`src/hw/rtl/core_memory_parity_checker_top_assert.svh`:
```
// assertion macros shared by the parity checker modules
`ifndef CORE_MEMORY_PARITY_CHECKER_TOP_ASSERT_SVH
`define CORE_MEMORY_PARITY_CHECKER_TOP_ASSERT_SVH

// condition must never be seen at a clock edge outside reset
`define CMPC_ASSERT_NEVER(label, clk, rst_n, cond, msg) \
    label: assert property (@(posedge clk) disable iff (!rst_n) !(cond)) \
        else $error(msg);

// antecedent implies consequent in the same cycle
`define CMPC_ASSERT_IMPL(label, clk, rst_n, ante, cons, msg) \
    label: assert property (@(posedge clk) disable iff (!rst_n) (ante) |-> (cons)) \
        else $error(msg);

// antecedent implies consequent in the next cycle
`define CMPC_ASSERT_NEXT(label, clk, rst_n, ante, cons, msg) \
    label: assert property (@(posedge clk) disable iff (!rst_n) (ante) |=> (cons)) \
        else $error(msg);

`endif

```
`src/hw/rtl/cmpc_pkg.sv`:
```
package cmpc_pkg;

    localparam int MEM_DEPTH   = 32768;
    localparam int ADDR_W      = $clog2(MEM_DEPTH);
    localparam int IN_ADDR_W   = 16;
    localparam int CAP_W       = 16;
    localparam int DATA_W      = 8;
    localparam int MEM_W       = DATA_W + 2;
    localparam int MARK_BIT    = DATA_W + 1;
    localparam int CHECK_BIT   = DATA_W;
    localparam int CFG_IDX_W   = 2;
    localparam int QUEUE_DEPTH = 2;
    localparam int QPTR_W      = $clog2(QUEUE_DEPTH);
    localparam int QCNT_W      = $clog2(QUEUE_DEPTH + 1);

    localparam logic [CAP_W-1:0] CAPACITY_RESET = 16'h8000;
    localparam logic [CAP_W:0]   DEPTH_LIMIT    = (CAP_W + 1)'(MEM_DEPTH);

    localparam logic [CFG_IDX_W-1:0] CFG_INSTALLED_CAPACITY = 2'd0;
    localparam logic [CFG_IDX_W-1:0] CFG_INHIBIT_ERROR_STOP = 2'd1;
    localparam logic [CFG_IDX_W-1:0] CFG_CHECK_BLANK_CELLS  = 2'd2;

    // classified access handed from front to back
    typedef struct packed {
        logic              op_write;
        logic              addr_ok;
        logic [ADDR_W-1:0] addr;
        logic [DATA_W-1:0] wdata;
        logic              check_bit;
        logic              check_blank;
        logic              inhibit;
    } mid_item_t;

    typedef struct packed {
        logic [DATA_W-1:0] read_data;
        logic              invalid_address_lamp;
        logic              memory_check_lamp;
        logic              stop_flag;
    } result_t;

    function automatic logic check_bit_of(input logic [DATA_W-1:0] value);
        check_bit_of = ~(^value);
    endfunction

endpackage

```
`src/hw/rtl/cmpc_queue.sv`:
```
`include "core_memory_parity_checker_top_assert.svh"

module cmpc_queue import cmpc_pkg::*;
(
    input  logic      clk,
    input  logic      rst_n,
    input  logic      push_en,
    input  mid_item_t push_item,
    output logic      full,
    input  logic      pop_en,
    output mid_item_t head_item,
    output logic      empty
);

    mid_item_t         slot_reg [QUEUE_DEPTH];
    logic [QPTR_W-1:0] wr_ptr_reg;
    logic [QPTR_W-1:0] wr_ptr_next;
    logic [QPTR_W-1:0] rd_ptr_reg;
    logic [QPTR_W-1:0] rd_ptr_next;
    logic [QCNT_W-1:0] count_reg;
    logic [QCNT_W-1:0] count_next;

    assign full      = (count_reg == QCNT_W'(QUEUE_DEPTH));
    assign empty     = (count_reg == '0);
    assign head_item = slot_reg[rd_ptr_reg];

    always_comb
    begin
        wr_ptr_next = wr_ptr_reg;
        rd_ptr_next = rd_ptr_reg;
        count_next  = count_reg;
        if (push_en)
        begin
            wr_ptr_next = (wr_ptr_reg == QPTR_W'(QUEUE_DEPTH - 1)) ? '0 : wr_ptr_reg + 1'b1;
        end
        if (pop_en)
        begin
            rd_ptr_next = (rd_ptr_reg == QPTR_W'(QUEUE_DEPTH - 1)) ? '0 : rd_ptr_reg + 1'b1;
        end
        if (push_en && !pop_en)
        begin
            count_next = count_reg + 1'b1;
        end
        else if (pop_en && !push_en)
        begin
            count_next = count_reg - 1'b1;
        end
    end

    always_ff @(posedge clk or negedge rst_n)
    begin
        if (!rst_n)
        begin
            wr_ptr_reg <= '0;
            rd_ptr_reg <= '0;
            count_reg  <= '0;
        end
        else
        begin
            wr_ptr_reg <= wr_ptr_next;
            rd_ptr_reg <= rd_ptr_next;
            count_reg  <= count_next;
        end
    end

    always_ff @(posedge clk)
    begin
        if (push_en)
        begin
            slot_reg[wr_ptr_reg] <= push_item;
        end
    end

    `CMPC_ASSERT_NEVER(a_no_push_full, clk, rst_n, push_en && full, "push into full queue")
    `CMPC_ASSERT_NEVER(a_no_pop_empty, clk, rst_n, pop_en && empty, "pop from empty queue")
    `CMPC_ASSERT_IMPL(a_empty_ptrs, clk, rst_n, empty, wr_ptr_reg == rd_ptr_reg, "pointers apart while empty")

endmodule

```
`config.mk`:
```
export PLATFORM = sky130hd
export DESIGN_NAME = cmpc_queue
export DESIGN_NICKNAME = d
export VERILOG_FILES = /design/src/hw/rtl/cmpc_pkg.sv /design/src/hw/rtl/cmpc_queue.sv
export VERILOG_INCLUDE_DIRS = /design/src /design/src/hw/rtl
export SDC_FILE = /design/constraint.sdc
export NUM_CORES = 1
export LEC_CHECK = 0
export BUFFER_PORTS_ARGS = -buffer_cell sky130_fd_sc_hd__buf_2
export CORE_ASPECT_RATIO = 1.75
export CORE_MARGIN = 1.5
export CORE_UTILIZATION = 40
export CTS_CLUSTER_DIAMETER = 60
export DETAILED_ROUTE_END_ITERATION = 7
export MAX_ROUTING_LAYER = met4
export PLACE_DENSITY = 0.64
export SLEW_MARGIN = 10
export SYNTH_ARGS = -nofsm -noshare
export SYNTH_HDL_FRONTEND = slang
export SYNTH_SLANG_ARGS = --single-unit
```
`constraint.sdc`:
```
create_clock -name clk -period 2.7 [get_ports clk]
set_input_delay 0.405 -clock clk [delete_from_list [all_inputs] [get_ports clk]]
set_output_delay 0.405 -clock clk [all_outputs]
set_load 0.01 [all_outputs]
```
==> flow_metrics.py <==
metrics = {
    "outcome": {
        "status": "completed",
    },
    "drt": {
        "via_per_inst": 4.353,
        "final_antenna_net_count": 0,
        "routed-via-count": 1123,
        "wl_per_cell_um": 14.30,
        "wl_um": 3689,
        "remaining_drc_errors": 0,
        "first_pass_iters": 4,
        "drtIter0Drc": 16,
    },
    "sta": {
        "hold_slack_ns": 0.2700,
        "fin_skew_ns": 0.005015,
        "finalSetupViolations": 0,
        "maxSlewViolCount": 0,
        "hold_violations": 0,
        "fmaxAchievable_ghz": 0.5480,
        "maxSlewHeadroom_pct": 56.54,
        "rsz0062_at_grt": "false",
        "tightest_slew_ns": 0.6519,
        "period_needed_ns": 1.825,
        "fin_setup_tns_ns": 0,
        "fin_crit_sh_pct": 67.58,
    },
    "clock_tree": {
        "h-tree-depth": 3,
        "clockRootBuffer": "clkbuf_8",
        "cts_buffer_depth": 2,
        "cts_tree": "built",
        "cts_sinks": 60,
        "clk_latency_ns": 0.32,
        "numCtsBuffers": 9,
        "cts.clk_slew.worst_paths_ns": 0.06,
    },
    "critical_path": {
        "path_max_fanout": 15,
        "critPathMaxStageDelay_ns": 0.37,
        "cp_slowest_cell": "mux2_2",
        "path_cells": "buf_4 > mux2_2 > buf_2",
        "critical-path-top-delay-family": "buffers and inverters",
        "startpoint_type": "flip-flop",
        "crit_buf_inv": 2,
        "end_kind": "output pin",
        "worstPathRequired_ns": 2.30,
        "path_class": "flip-flop to output pin",
        "worstPathArrival_ns": 1.42,
    },
    "global_routing": {
        "antenna_found_initial": 0,
        "grt_max_degree": 16,
        "overflow": 0,
        "grt_pass1_wl_um": 5671,
        "track_usage_pct": 13.85,
        "grt_pass1_vias": 1195,
    },
    "placed_design": {
        "detailed_place_hpwl_um": 2621,
        "place_congestion": 0.6793,
        "portBuffers": 61,
    },
    "cells_and_area": {
        "layout_commonest_cell": "buf_2",
        "final_nets": 211,
        "area_delta_synth_final_pct": 25.14,
        "num-fill-cells": 478,
        "multi_input_area_sq_um": 437.9,
        "final-seq-area_sq_mm": 0.001782,
        "antenna_cells": 0,
        "largest_register_ffs": 56,
        "most-common-layout-cells": "buf_2, edfxtp_1, mux2_2, mux2_4, clkbuf_8",
        "drive_above_1_share_pct": 58.79,
    },
    "synth": {
        "yosysUniqueCellTypes": 14,
        "syn-num-nets": 136,
        "ys_ff_latch": 60,
        "synth.avg_cell_area_sq_um": 21.89,
        "ys_seq_area_share_pct": 79.02,
        "synth_area_sq_mm": 0.002255,
        "yosys_warnings": 0,
        "netlist_instances": 103,
    },
    "die": {
        "num_io_pins": 62,
        "die_x_um": 59.76,
        "start_util_pct": 41.03,
        "rows": 36,
        "die_h_um": 102.3,
        "die_area_sq_mm": 0.006114,
        "core_sq_mm": 0.005495,
    },
    "pwr": {
        "ir_worst_vdd_mv": 0.5787,
        "leakage_nw": 1.121,
        "p_per_area_mw_per_mm2": 988.7,
    },
    "run": {
        "drv_cap": 0,
    },
    "min_path": {
        "hp-class": "input pin to flip-flop",
    },
}
## stage by stage
step	util (%)	worst slack, ns	power (mW)	cell area (sq um)	cells
finish	51.34	0.8753	2.790	2821	258
global route	51.34	0.7889	2.949	2821	258
CTS	51.34	0.8316	2.836	2821	258
detailed placement	48.43	0.9154	2.206	2661	242
global placement	48.43	0.9875	2.170	2661	242
floorplan	-	0.6020	1.913	2255	103
## synthesized netlist by cell type
library cell,n,area [sq um]
and2_1,1,6.260
xnor2_1,1,8.760
xor2_1,4,35.03
mux2_2,18,202.7
inv_1,1,3.750
mux2_4,10,150.1
dfrtp_1,4,100.1
ha_1,1,12.51
nor2_1,2,7.510
edfxtp_1,56,1682
nor2b_1,2,12.51
buf_6,1,11.26
buf_4,1,7.510
buf_8,1,15.01
## cells by family (layout without fill, tap and decap cells)
| family | Yosys count | after routing | share of synthesized area, % |
|---|---|---|---|
| flops | 60 | 60 | 79.02 |
| mux | 28 | 28 | 15.65 |
| simple gates | 5 | 5 | 1.166 |
| buf+inv | 4 | 83 | 1.665 |
| xor+xnor | 5 | 5 | 1.942 |
| fa+ha+maj | 1 | 1 | 0.5549 |
## final timing paths
check                             start        endpoint  slack (ns)  cells past startpoint
min in group asynchronous         rst_n    count_reg[1]        0.41                      2
min                        push_item[9]  slot_reg[0][9]        0.27                      1
max reg2reg                  wr_ptr_reg  slot_reg[1][8]        1.07                      2
min reg2reg                count_reg[1]    count_reg[1]        0.49                      1
max                          rd_ptr_reg    head_item[8]        0.88                      3
max in group asynchronous         rst_n      rd_ptr_reg        2.17                      2
## cell type report
type,count,share of cell area (%)
clock inverters,3,0.5322
inverters,1,0.1330
repair buffers,67,12.51
multi-input cells,39,15.52
well taps,76,3.370
flip-flops and latches,60,63.15
clock buffers,12,4.789
## layer usage
layer	up-vias	track usage, %	wire length [um]
met1	531	14.29	1359
met3	8	4.937	212
met5	-	-	0
met2	39	21.82	2029
li1	545	-	-
met4	0	8.718	87
## report_power, final
part,internal [mW],switching (mW)
sequential,1.24,0.0641
clock,0.323,0.301
combinational,0.434,0.426
total,2.00,0.791
## timing repair
action	CTS	global route
endpoints found under the setup margin	0	0
resized for setup	0	0
endpoints found under the hold margin	4	0
buffers inserted	0	0
hold buffers	1	0
(Power assumes the default switching activity.)
