### src/hw/rtl/core_memory_parity_checker_top_assert.svh
// assertion macros shared by the parity checker modules
`ifndef CORE_MEMORY_PARITY_CHECKER_TOP_ASSERT_SVH
`define CORE_MEMORY_PARITY_CHECKER_TOP_ASSERT_SVH

// condition must never be seen at a clock edge outside reset
`define CMPC_ASSERT_NEVER(label, clk, rst_n, cond, msg) \
    label: assert property (@(posedge clk) disable iff (!rst_n) !(cond)) \
        else $error(msg);

// antecedent implies consequent in the same cycle
`define CMPC_ASSERT_IMPL(label, clk, rst_n, ante, cons, msg) \
    label: assert property (@(posedge clk) disable iff (!rst_n) (ante) |-> (cons)) \
        else $error(msg);

// antecedent implies consequent in the next cycle
`define CMPC_ASSERT_NEXT(label, clk, rst_n, ante, cons, msg) \
    label: assert property (@(posedge clk) disable iff (!rst_n) (ante) |=> (cons)) \
        else $error(msg);

`endif

### src/hw/rtl/cmpc_pkg.sv
package cmpc_pkg;

    localparam int MEM_DEPTH   = 32768;
    localparam int ADDR_W      = $clog2(MEM_DEPTH);
    localparam int IN_ADDR_W   = 16;
    localparam int CAP_W       = 16;
    localparam int DATA_W      = 8;
    localparam int MEM_W       = DATA_W + 2;
    localparam int MARK_BIT    = DATA_W + 1;
    localparam int CHECK_BIT   = DATA_W;
    localparam int CFG_IDX_W   = 2;
    localparam int QUEUE_DEPTH = 2;
    localparam int QPTR_W      = $clog2(QUEUE_DEPTH);
    localparam int QCNT_W      = $clog2(QUEUE_DEPTH + 1);

    localparam logic [CAP_W-1:0] CAPACITY_RESET = 16'h8000;
    localparam logic [CAP_W:0]   DEPTH_LIMIT    = (CAP_W + 1)'(MEM_DEPTH);

    localparam logic [CFG_IDX_W-1:0] CFG_INSTALLED_CAPACITY = 2'd0;
    localparam logic [CFG_IDX_W-1:0] CFG_INHIBIT_ERROR_STOP = 2'd1;
    localparam logic [CFG_IDX_W-1:0] CFG_CHECK_BLANK_CELLS  = 2'd2;

    // classified access handed from front to back
    typedef struct packed {
        logic              op_write;
        logic              addr_ok;
        logic [ADDR_W-1:0] addr;
        logic [DATA_W-1:0] wdata;
        logic              check_bit;
        logic              check_blank;
        logic              inhibit;
    } mid_item_t;

    typedef struct packed {
        logic [DATA_W-1:0] read_data;
        logic              invalid_address_lamp;
        logic              memory_check_lamp;
        logic              stop_flag;
    } result_t;

    function automatic logic check_bit_of(input logic [DATA_W-1:0] value);
        check_bit_of = ~(^value);
    endfunction

endpackage

### src/hw/rtl/cmpc_front.sv
module cmpc_front import cmpc_pkg::*;
(
    input  logic                 clk,
    input  logic                 rst_n,
    input  logic                 cfg_write_en,
    input  logic [CFG_IDX_W-1:0] cfg_index,
    input  logic [CAP_W-1:0]     cfg_write_data,
    input  logic                 push,
    input  logic                 operation,
    input  logic [IN_ADDR_W-1:0] address,
    input  logic [DATA_W-1:0]    write_data,
    input  logic                 force_check_bit,
    input  logic                 forced_bit_value,
    input  logic                 queue_full,
    input  logic                 back_ready,
    output logic                 full,
    output logic                 queue_push,
    output mid_item_t            queue_item
);

    logic [CAP_W-1:0] capacity_reg;
    logic             inhibit_reg;
    logic             blank_reg;
    logic [CAP_W:0]   limit;

    always_ff @(posedge clk or negedge rst_n)
    begin
        if (!rst_n)
        begin
            capacity_reg <= CAPACITY_RESET;
            inhibit_reg  <= 1'b0;
            blank_reg    <= 1'b0;
        end
        else if (cfg_write_en)
        begin
            unique case (cfg_index)
                CFG_INSTALLED_CAPACITY: capacity_reg <= cfg_write_data;
                CFG_INHIBIT_ERROR_STOP: inhibit_reg  <= cfg_write_data[0];
                CFG_CHECK_BLANK_CELLS:  blank_reg    <= cfg_write_data[0];
                default:                ;
            endcase
        end
    end

    // zero capacity means the full build, larger values saturate
    always_comb
    begin
        if (capacity_reg == '0 || {1'b0, capacity_reg} > DEPTH_LIMIT)
        begin
            limit = DEPTH_LIMIT;
        end
        else
        begin
            limit = {1'b0, capacity_reg};
        end
    end

    assign full       = queue_full || !back_ready;
    assign queue_push = push && !full;

    always_comb
    begin
        queue_item.op_write    = operation;
        queue_item.addr_ok     = ({1'b0, address} < limit);
        queue_item.addr        = address[ADDR_W-1:0];
        queue_item.wdata       = write_data;
        queue_item.check_bit   = force_check_bit ? forced_bit_value : check_bit_of(write_data);
        queue_item.check_blank = blank_reg;
        queue_item.inhibit     = inhibit_reg;
    end

endmodule

### config.mk
export PLATFORM = sky130hd
export DESIGN_NAME = cmpc_front
export DESIGN_NICKNAME = d
export VERILOG_FILES = /design/src/hw/rtl/core_memory_parity_checker_top_assert.svh /design/src/hw/rtl/cmpc_pkg.sv /design/src/hw/rtl/cmpc_front.sv
export SDC_FILE = /design/constraint.sdc
export NUM_CORES = 1
export LEC_CHECK = 0
export ABC_AREA = 1
export BUFFER_PORTS_ARGS = -buffer_cell sky130_fd_sc_hd__clkbuf_2
export CORE_UTILIZATION = 35
export DETAILED_ROUTE_END_ITERATION = 10
export GPL_TIMING_DRIVEN = 0
export PLACE_DENSITY = 0.66
export SLEW_MARGIN = 20
export SYNTH_ARGS = -nofsm -noshare
export SYNTH_HDL_FRONTEND = slang
export SYNTH_SLANG_ARGS = --single-unit
### constraint.sdc
create_clock -name clk -period 4.4 [get_ports clk]
set_input_delay 0.88 -clock clk [delete_from_list [all_inputs] [get_ports clk]]
set_output_delay 0.88 -clock clk [all_outputs]
set_load 0.02 [all_outputs]
==> results of run 1 <==
[final timing paths]
path                                         startpoint                           end  slack (ns)  cells past startpoint
max                        capacity_reg[15]$_DFFE_PN1P_                queue_item[26]        0.81                     19
min                             inhibit_reg$_DFFE_PN0P_       inhibit_reg$_DFFE_PN0P_        0.50                      2
max reg2reg                 capacity_reg[7]$_DFFE_PN0P_   capacity_reg[7]$_DFFE_PN0P_        3.61                      1
min reg2reg                     inhibit_reg$_DFFE_PN0P_       inhibit_reg$_DFFE_PN0P_        0.50                      2
max in group asynchronous                         rst_n  capacity_reg[15]$_DFFE_PN1P_        3.48                      1
min in group asynchronous                         rst_n       inhibit_reg$_DFFE_PN0P_        0.57                      1
[placed cells by master, fill, tap and decap left out, drive strengths merged]
cell and instances:
xor2 4, clkbuf 83, dfstp 1, and3 1, o21ai 5, a21o 1, ha 15, nand2 63
nor2 19, nand3 5, xnor2 4, dfrtp 17, mux2 14, a21oi 7, nor3 1, inv 15
buf 28
[per-layer routing]
layer | wire (µm) | share of wire, % | vias to the layer above
li1 | - | - | 777
met5 | 0 | 0 | -
met4 | 10 | 0.32 | 0
met3 | 221 | 7.0 | 2
met1 | 1480 | 47 | 593
met2 | 1440 | 46 | 52
[critical path: stages (launching register included)]
cell and delay [ns]:
dfstp_2 0.55, inv_1 0.05, nor2_1 0.08, nand2_1 0.06
nor2_1 0.09, nand2_1 0.06, nand2_1 0.07, nand2_1 0.06
inv_2 0.09, buf_6 0.15, nand2_1 0.06, ha_1 0.28
nand2_1 0.07, inv_1 0.03, o21ai_0 0.15, nand2_1 0.07
nor2_1 0.12, nand2_1 0.06, a21oi_1 0.15, clkbuf_2 0.20
[kinds of logic after synthesis]
kind of cell	Yosys count	synth area share (%)
AND/OR/NAND/NOR	89	23.0
buffers and inverters	43	17.5
flip-flops	18	28.8
adder cells (fa/ha/maj)	15	12.0
multiplexers	14	10.0
AO/OA/AOI/OAI	13	4.30
XOR/XNOR	8	4.46
[per-stage QoR]
stage                     hold WS (ns)  instances  instance area [µm²]  utilization (%)
after CTS                        0.503        333                 2080             50.3
after detailed placement         0.482        329                 2030             48.9
final                            0.497        333                 2080             50.3
after floorplan                  0.454        200                 1570                -
after global routing             0.529        333                 2080             50.3
after global placement           0.476        329                 2030             48.9
[cell type report]
| cell class | instances | area, µm² | share of cell area [%] |
|---|---|---|---|
| multi-input combinational | 139 | 845 | 40.5 |
| sequential | 18 | 452 | 21.7 |
| timing repair buffer | 79 | 395 | 19.0 |
| buffer | 28 | 218 | 10.5 |
| tap | 50 | 62.6 | 3.00 |
| inverter | 15 | 56.3 | 2.70 |
| clock buffer | 4 | 55.1 | 2.64 |
[report_power, final]
| part | internal (mW) | switching, mW |
|---|---|---|
| combinational | 0.113 | 0.121 |
| sequential | 0.197 | 0.0230 |
| clock | 0.0794 | 0.0542 |
==> results.sh, run 1 <==
export IMPL_synth_edf_count=0
export IMPL_die_h_um=69.0
export IMPL_die_w_um=69.0
export IMPL_max_freq_ghz=0.279
export IMPL_dp_slack_ns=1.03
export IMPL_rows=23
export IMPL_leakage_nw=1.19
export IMPL_synth_area_per_cell_um2=7.85
export IMPL_grtUsageMet3_pct=2.14
export IMPL_slew_violations=0
export IMPL_htree_levels=1
export IMPL_fin_crit_sh_pct=81.5
export IMPL_drcViolationCount=0
export IMPL_antenna_left=0
export IMPL_crit_path_max_fanout=10
export IMPL_irDropWorstVdd_uv=171
export IMPL_drive_gt1_share_pct=45.9
export IMPL_worstMarginPinSlew_ns=0.474
export IMPL_largest_reg_flops=16
export IMPL_wl_um=3160
export IMPL_hold_viol_final=0
export IMPL_setup_tns_final_ns=0
export IMPL_die_area_um2=4760
export IMPL_cp_end_kind="output pin"
export IMPL_required_ns=3.52
export IMPL_async_flop_share_pct=100
export IMPL_clk_latency_ns=0.25
export IMPL_num_io_pins=81
export IMPL_antenna_found_initial=0
export IMPL_clock_path_buffers=2
export IMPL_cts_sinks=18
export IMPL_cts_tree="yes"
export IMPL_grt_max_degree=19
export IMPL_skew_ns=0
export IMPL_netlist_top_cells_area="dfrtp_1 (27%), nand2_1 (15%), buf_4 (12%), ha_1 (12%), mux2_2 (10%)"
export IMPL_synth_cell_types=21
export IMPL_cts_hold_buf=0
export IMPL_overflow=0
export IMPL_syn_area_um2=1570
export IMPL_ys_seq_area_share_pct=28.8
export IMPL_maxCapViolCount=0
export IMPL_cts_resized=0
export IMPL_root_buffer="clkbuf_8"
export IMPL_synth_largest_area_cell="dfrtp_1"
export IMPL_start_kind="flop"
export IMPL_n_antenna_cell=0
export IMPL_grt_busiest_layer="met2"
export IMPL_synth_fp_nets=266
export IMPL_fin_nets=350
export IMPL_synth_common_cells="nand2_1 (62), buf_4 (26), nor2_1 (18)"
export IMPL_cts_buffers=3
export IMPL_setup_viol=0
export IMPL_ys_flop_type="dfrtp_1"
export IMPL_postCtsSetupRepairBufs=0
export IMPL_slew_headroom_pct=68.4
export IMPL_crit_arrival_ns=2.71
export IMPL_vias_per_cell=4.28
export IMPL_fin_ws_ns=0.813
export IMPL_ys_warn_count=0
export IMPL_yosysTopAreaCellShare_pct=27.1
export IMPL_grtUsageMet2_pct=25.5
export IMPL_grt_pass1_vias=1307
export IMPL_ys_ff_latch=18
export IMPL_dr_pass1_iters=4
export IMPL_post_drt_wl_per_cell_um=9.47
export IMPL_drt_iter0_markers=26
export IMPL_synthCells=200
export IMPL_dp_hpwl_um=2680
export IMPL_area_delta_synth_final_pct=32.7
export IMPL_nFillCells=423
export IMPL_grt_usage_pct=13.9
export IMPL_grt_pass1_wl_um=5070
export IMPL_io_buffer_count=79
export IMPL_finalCriticalPeriod_ns=3.59
export IMPL_worstSetupPathType="reg -> out"
export IMPL_rsz0062_at_grt="false"
export IMPL_clk_pin_slew_ns=0.07
export IMPL_total_power_mw=0.588
export IMPL_cellPowerDensity_nw_per_um2=282
export IMPL_vias=1424
export IMPL_place_congestion=0.805
export IMPL_status="finished, final reports clean"
export IMPL_start_util_pct=37.9
export IMPL_worst_hold_path_type="reg -> reg"
export IMPL_core_area_um2=4140
export IMPL_grt_use_met1_pct=17.0
export IMPL_yosysMostFrequentCell="nand2_1"
Power figures use the tool's default switching activity.
==> inputs of run 2 (changes only) <==
PLACE_DENSITY = 0.69   (was 0.66)
clock period = 3 ns   (was 4.4 ns; I/O delays follow)
==> results.sh, run 2 (synthesis gave the netlist of run 1 again) <==
export IMPL_fin_crit_sh_pct=104
export IMPL_power_switching_mw=0.335
export IMPL_clk_latency_ns=0.25
export IMPL_htree_levels=1
export IMPL_r2r_slack_ns=2.15
export IMPL_dr_pass1_iters=4
export IMPL_skew_ns=0
export IMPL_fin_nets=353
export IMPL_power_frac_clock_pct=18.4
export IMPL_status="finished with violations"
export IMPL_worstMarginPinSlew_ns=0.446
export IMPL_pwr_share_comb_pct=46.6
export IMPL_root_buffer="clkbuf_8"
export IMPL_slew_headroom_pct=70.3
export IMPL_grt_pass1_vias=1316
export IMPL_power_switching_share_pct=35.9
export IMPL_overflow=0
export IMPL_total_power_mw=0.933
export IMPL_p_int_mw=0.598
export IMPL_maxCapViolCount=0
export IMPL_place_congestion=0.805
export IMPL_max_freq_ghz=0.319
export IMPL_n_antenna_cell=0
export IMPL_drcViolationCount=0
export IMPL_antenna_found_initial=0
export IMPL_vias_per_cell=4.47
export IMPL_clk_pin_slew_ns=0.07
export IMPL_seq_area_um2=452
export IMPL_cp_end_kind="output pin"
export IMPL_drive_gt1_share_pct=55.9
export IMPL_antenna_left=0
export IMPL_r2r_end="capacity_reg[14]$_DFFE_PN0P_"
export IMPL_cellPowerDensity_nw_per_um2=406
export IMPL_largest_reg_flops=16
export IMPL_dp_hpwl_um=2670
export IMPL_worstSetupPathType="reg -> out"
export IMPL_final_instance_count_excl_fill=336
export IMPL_multi_input_area_um2=1030
export IMPL_reg2reg_depth=1
export IMPL_grt_usage_pct=14.9
export IMPL_crit_arrival_ns=2.53
export IMPL_design_area_um2=2300
export IMPL_setup_viol=1
export IMPL_clock_path_buffers=2
export IMPL_final_common_cell="clkbuf_2"
export IMPL_num_io_pins=81
export IMPL_irDropWorstVdd_uv=231
export IMPL_die_h_um=69.0
export IMPL_grt_max_degree=19
export IMPL_post_place_cells=329
export IMPL_vias=1502
export IMPL_drt_iter0_markers=56
export IMPL_worst_hold_path_type="in -> async"
export IMPL_cts_buffers=3
export IMPL_start_util_pct=37.9
export IMPL_area_delta_synth_final_pct=46.2
export IMPL_finalCriticalPeriod_ns=3.13
export IMPL_fin_ws_ns=-0.132
export IMPL_violations="negative setup slack"
export IMPL_crit_path_max_fanout=5
export IMPL_cts_tree="yes"
export IMPL_rows=23
export IMPL_nFillCells=405
export IMPL_leakage_nw=1.23
export IMPL_slew_violations=0
export IMPL_required_ns=2.40
export IMPL_pwr_share_seq_pct=34.9
export IMPL_mostFrequentLayoutCells="clkbuf_2 (78), nand2_1 (52), buf_4 (28), dfrtp_1 (17), nor2_1 (15)"
export IMPL_wl_um=3430
export IMPL_r2r_start="capacity_reg[14]$_DFFE_PN0P_"
export IMPL_die_w_um=69.0
export IMPL_die_area_um2=4760
export IMPL_core_area_um2=4140
export IMPL_rsz0062_at_grt="true"
export IMPL_placed_cell_area_um2=2030
export IMPL_grt_pass1_wl_um=5260
export IMPL_io_buffer_count=79
export IMPL_cts_sinks=18
export IMPL_post_drt_wl_per_cell_um=10.2
export IMPL_hold_viol_final=0
export IMPL_start_kind="flop"
[run 2: cell type report]
class | count | share of cell area [%]
Buffer | 28 | 9.48
Clock buffer | 4 | 1.96
Sequential cell | 18 | 19.7
Inverter | 15 | 2.45
Multi-Input combinational cell | 139 | 45.0
Tap cell | 50 | 2.72
Timing Repair Buffer | 82 | 18.7
[run 2: through the flow]
step | setup TNS, ns | setup slack [ns] | utilization, % | hold slack [ns]
5_1_grt | -0.311 | -0.311 | 55.4 | 0.315
4_1_cts | -0.106 | -0.106 | 51.9 | 0.301
2_1_floorplan | 0 | 0.185 | - | 0.304
3_3_place_gp | -0.0340 | -0.0340 | 48.9 | 0.479
3_5_place_dp | -0.0387 | -0.0387 | 48.9 | 0.487
6_report | -0.132 | -0.132 | 55.4 | 0.280
[run 2: layer usage]
layer / wire length (µm) / global-route usage, % / vias up
met4: 22 / 4.08 / 0
met3: 235 / 2.30 / 4
met2: 1760 / 27.9 / 52
met1: 1420 / 17.3 / 662
li1: - / - / 784
met5: 0 / 0 / -
[run 2: critical path, stage by stage (launching register included)]
cell and delay, ns:
dfstp_2 0.54, inv_2 0.04, nor2_2 0.08, nand2_1 0.05, nor2_1 0.10, nand2_1 0.07, nand2_2 0.08, nand2_2 0.05
inv_2 0.09, buf_6 0.14, nand2_2 0.07, ha_4 0.27, nand3_4 0.08, nor3_4 0.21, and3_4 0.21, a21oi_2 0.06
clkbuf_8 0.15
[run 2: power by group through the flow]
stage / Clock, mW / Combinational [mW] / Sequential [mW]
after global placement: 0 / 0.341 / 0.326
after CTS: 0.178 / 0.382 / 0.323
after floorplan: 0 / 0.247 / 0.318
after detailed placement: 0 / 0.350 / 0.327
after global routing: 0.189 / 0.490 / 0.334
final: 0.172 / 0.435 / 0.326
[run 2: what timing repair did]
action,in CTS,in global routing
endpoints found under the setup margin,1,1
buffers inserted,2,0
pin swaps,2,15
gates cloned,1,0
gates resized for setup,13,25
endpoints found under the hold margin,0,0
hold buffers,0,0
[run 2: worst max path at each step]
| stage | startpoint | end | slack, ns | depth (start not counted) |
|---|---|---|---|---|
| 2_1_floorplan | capacity_reg[15]$_DFFE_PN1P_ | queue_item[26] | 0.19 | 18 |
| 3_3_place_gp | capacity_reg[15]$_DFFE_PN1P_ | queue_item[26] | -0.03 | 19 |
| 3_5_place_dp | capacity_reg[15]$_DFFE_PN1P_ | queue_item[26] | -0.04 | 19 |
| 6_report | capacity_reg[15]$_DFFE_PN1P_ | queue_item[26] | -0.13 | 16 |
| 4_1_cts | capacity_reg[15]$_DFFE_PN1P_ | queue_item[26] | -0.11 | 18 |
| 5_1_grt | capacity_reg[15]$_DFFE_PN1P_ | queue_item[26] | -0.31 | 16 |
==> inputs of run 3 (changes only) <==
CTS_BUF_LIST = sky130_fd_sc_hd__clkbuf_8 sky130_fd_sc_hd__clkbuf_16   (was not set)
GPL_TIMING_DRIVEN = not set   (was 0)
MAX_ROUTING_LAYER = met4   (was not set)
==> results.sh, run 3 (synthesis gave the netlist of run 1 again) <==
export IMPL_dr_pass1_iters=3
export IMPL_finalCriticalPeriod_ns=3.06
export IMPL_fin_crit_sh_pct=102
export IMPL_vias_per_cell=4.51
export IMPL_crit_path_max_fanout=7
export IMPL_total_power_mw=0.875
export IMPL_cts_sinks=18
export IMPL_fin_util_pct=47.2
export IMPL_violations="negative setup slack"
export IMPL_cts_tree="yes"
export IMPL_worstMarginPinSlew_ns=0.460
export IMPL_start_util_pct=37.9
export IMPL_clk_pin_slew_ns=0.07
export IMPL_fin_nets=324
export IMPL_post_place_cells=301
export IMPL_fin_ws_ns=-0.0635
export IMPL_area_delta_synth_final_pct=24.5
export IMPL_max_freq_ghz=0.326
export IMPL_htree_levels=1
export IMPL_grt_pass1_vias=1234
export IMPL_critPathMostFrequentCell="nand2_1"
export IMPL_post_drt_wl_per_cell_um=10.2
export IMPL_die_w_um=69.0
export IMPL_crit_arrival_ns=2.46
export IMPL_io_buffer_count=78
export IMPL_leakage_nw=1.06
export IMPL_placed_cell_area_um2=1810
export IMPL_final_instance_count_excl_fill=307
export IMPL_r2r_start="capacity_reg[9]$_DFFE_PN0P_"
export IMPL_clk_latency_ns=0.26
export IMPL_antenna_found_initial=0
export IMPL_core_area_um2=4140
export IMPL_final_common_cell="clkbuf_2"
export IMPL_mostFrequentLayoutCells="clkbuf_2 (77), nand2_1 (57), nor2_1 (17), dfrtp_1 (17)"
export IMPL_root_buffer="clkbuf_8"
export IMPL_nFillCells=436
export IMPL_slew_violations=0
export IMPL_cellPowerDensity_nw_per_um2=447
export IMPL_r2r_end="capacity_reg[9]$_DFFE_PN0P_"
export IMPL_max_stage_delay_ns=0.53
export IMPL_dp_hpwl_um=2570
export IMPL_largest_reg_flops=16
export IMPL_start_kind="flop"
export IMPL_num_io_pins=81
export IMPL_worst_hold_path_type="in -> async"
export IMPL_antenna_left=0
export IMPL_overflow=0
export IMPL_setup_viol=1
export IMPL_grt_max_degree=19
export IMPL_reg2reg_depth=2
export IMPL_die_h_um=69.0
export IMPL_grt_pass1_wl_um=5060
export IMPL_drive_gt1_share_pct=44.7
export IMPL_rsz0062_at_grt="true"
export IMPL_drcViolationCount=0
export IMPL_clock_path_buffers=2
export IMPL_r2r_slack_ns=2.10
export IMPL_place_congestion=0.805
export IMPL_status="finished with violations"
export IMPL_slew_headroom_pct=69.3
export IMPL_wl_um=3140
export IMPL_skew_ns=0
export IMPL_worstSetupPathType="reg -> out"
export IMPL_drt_iter0_markers=19
export IMPL_power_switching_mw=0.309
export IMPL_rows=23
export IMPL_irDropWorstVdd_uv=255
export IMPL_setup_tns_final_ns=-0.0635
export IMPL_crit_slowest_cell="dfstp_2"
export IMPL_power_frac_clock_pct=23.1
export IMPL_grt_usage_pct=15.0
export IMPL_cts_hold_buf=0
export IMPL_required_ns=2.40
export IMPL_hold_viol_final=0
export IMPL_crit_buf_inv=3
export IMPL_p_int_mw=0.566
export IMPL_cts_buffers=3
export IMPL_n_antenna_cell=0
export IMPL_design_area_um2=1960
export IMPL_die_area_um2=4760
export IMPL_crit_chain="inv_1 > nor2_1 > nand2_1 > nor2_1 > nand2_1 > nand2_2 > nand2_4 > inv_6 > nand2_1 > ha_1 > a21o_1 > nor2_1 > nand2_1 > nand2_1 > nand2_1 > a21oi_2 > clkbuf_8"
export IMPL_vias=1385
export IMPL_cp_end_kind="output pin"
export IMPL_maxCapViolCount=0
export IMPL_pwr_share_comb_pct=40.0
export IMPL_path_delay_family="simple AND/OR/NAND/NOR gates"
export IMPL_dp_slack_ns=0.0432
export IMPL_power_switching_share_pct=35.4
export IMPL_whs_ns=0.277
export IMPL_pwr_share_seq_pct=36.9
run 3: cell types whose count changed in the layout (fill, tap and decap cells not counted), moves of 2 or more:
| cell | change |
|---|---|
| inv_2 | -2 |
| nor2_1 | +2 |
| a21oi_2 | -2 |
| buf_6 | -3 |
| a21oi_1 | +2 |
| nand2_1 | +5 |
| ha_4 | -6 |
| nand2_2 | -4 |
| buf_4 | -26 |
| ha_1 | +6 |
run 3: power by group through the flow:
stage | Combinational [mW] | Clock (mW) | Sequential [mW]
global placement | 0.309 | 0 | 0.327
finish | 0.350 | 0.202 | 0.323
detailed placement | 0.316 | 0 | 0.329
floorplan | 0.247 | 0 | 0.318
global route | 0.401 | 0.214 | 0.330
CTS | 0.342 | 0.204 | 0.323
run 3: worst register-to-register path: cells and delay by family, from the launching register on:
family | cells | cell delay, ns
buf+inv | 1 | 0.14
mux | 1 | 0.26
flops | 1 | 0.38
run 3: what timing repair did:
item	4_1_cts	5_1_grt
endpoints found under the hold margin	0	0
buffers inserted	1	0
pin swaps	1	0
endpoints found under the setup margin	1	1
resized for setup	10	7
gates cloned	1	0
run 3: area by class of cell:
cell class	count	area, µm²	share of cell area [%]
inverters	15	61.3	3.13
repair inverters	1	7.51	0.384
clock buffers	4	55.1	2.82
flip-flops and latches	18	452	23.1
multi-input cells	139	903	46.2
well taps	50	62.6	3.20
repair buffers	80	414	21.2
run 3: worst max-delay path by stage:
stage / start / end / slack [ns] / cells after the start
3_5_place_dp: capacity_reg[15]$_DFFE_PN1P_ / queue_item[26] / 0.04 / 18
4_1_cts: capacity_reg[15]$_DFFE_PN1P_ / queue_item[26] / -0.06 / 20
2_1_floorplan: capacity_reg[15]$_DFFE_PN1P_ / queue_item[26] / 0.19 / 18
3_3_place_gp: capacity_reg[15]$_DFFE_PN1P_ / queue_item[26] / 0.09 / 18
6_report: capacity_reg[15]$_DFFE_PN1P_ / queue_item[26] / -0.06 / 17
5_1_grt: capacity_reg[15]$_DFFE_PN1P_ / queue_item[26] / -0.23 / 15
run 3: metal layers:
metal | global-route usage [%] | wire length, µm | vias up
met3 | 1.97 | 183 | 5
met1 | 18.2 | 1490 | 592
met2 | 25.4 | 1420 | 53
met5 | - | 0 | -
li1 | - | - | 735
met4 | 5.36 | 40 | 0
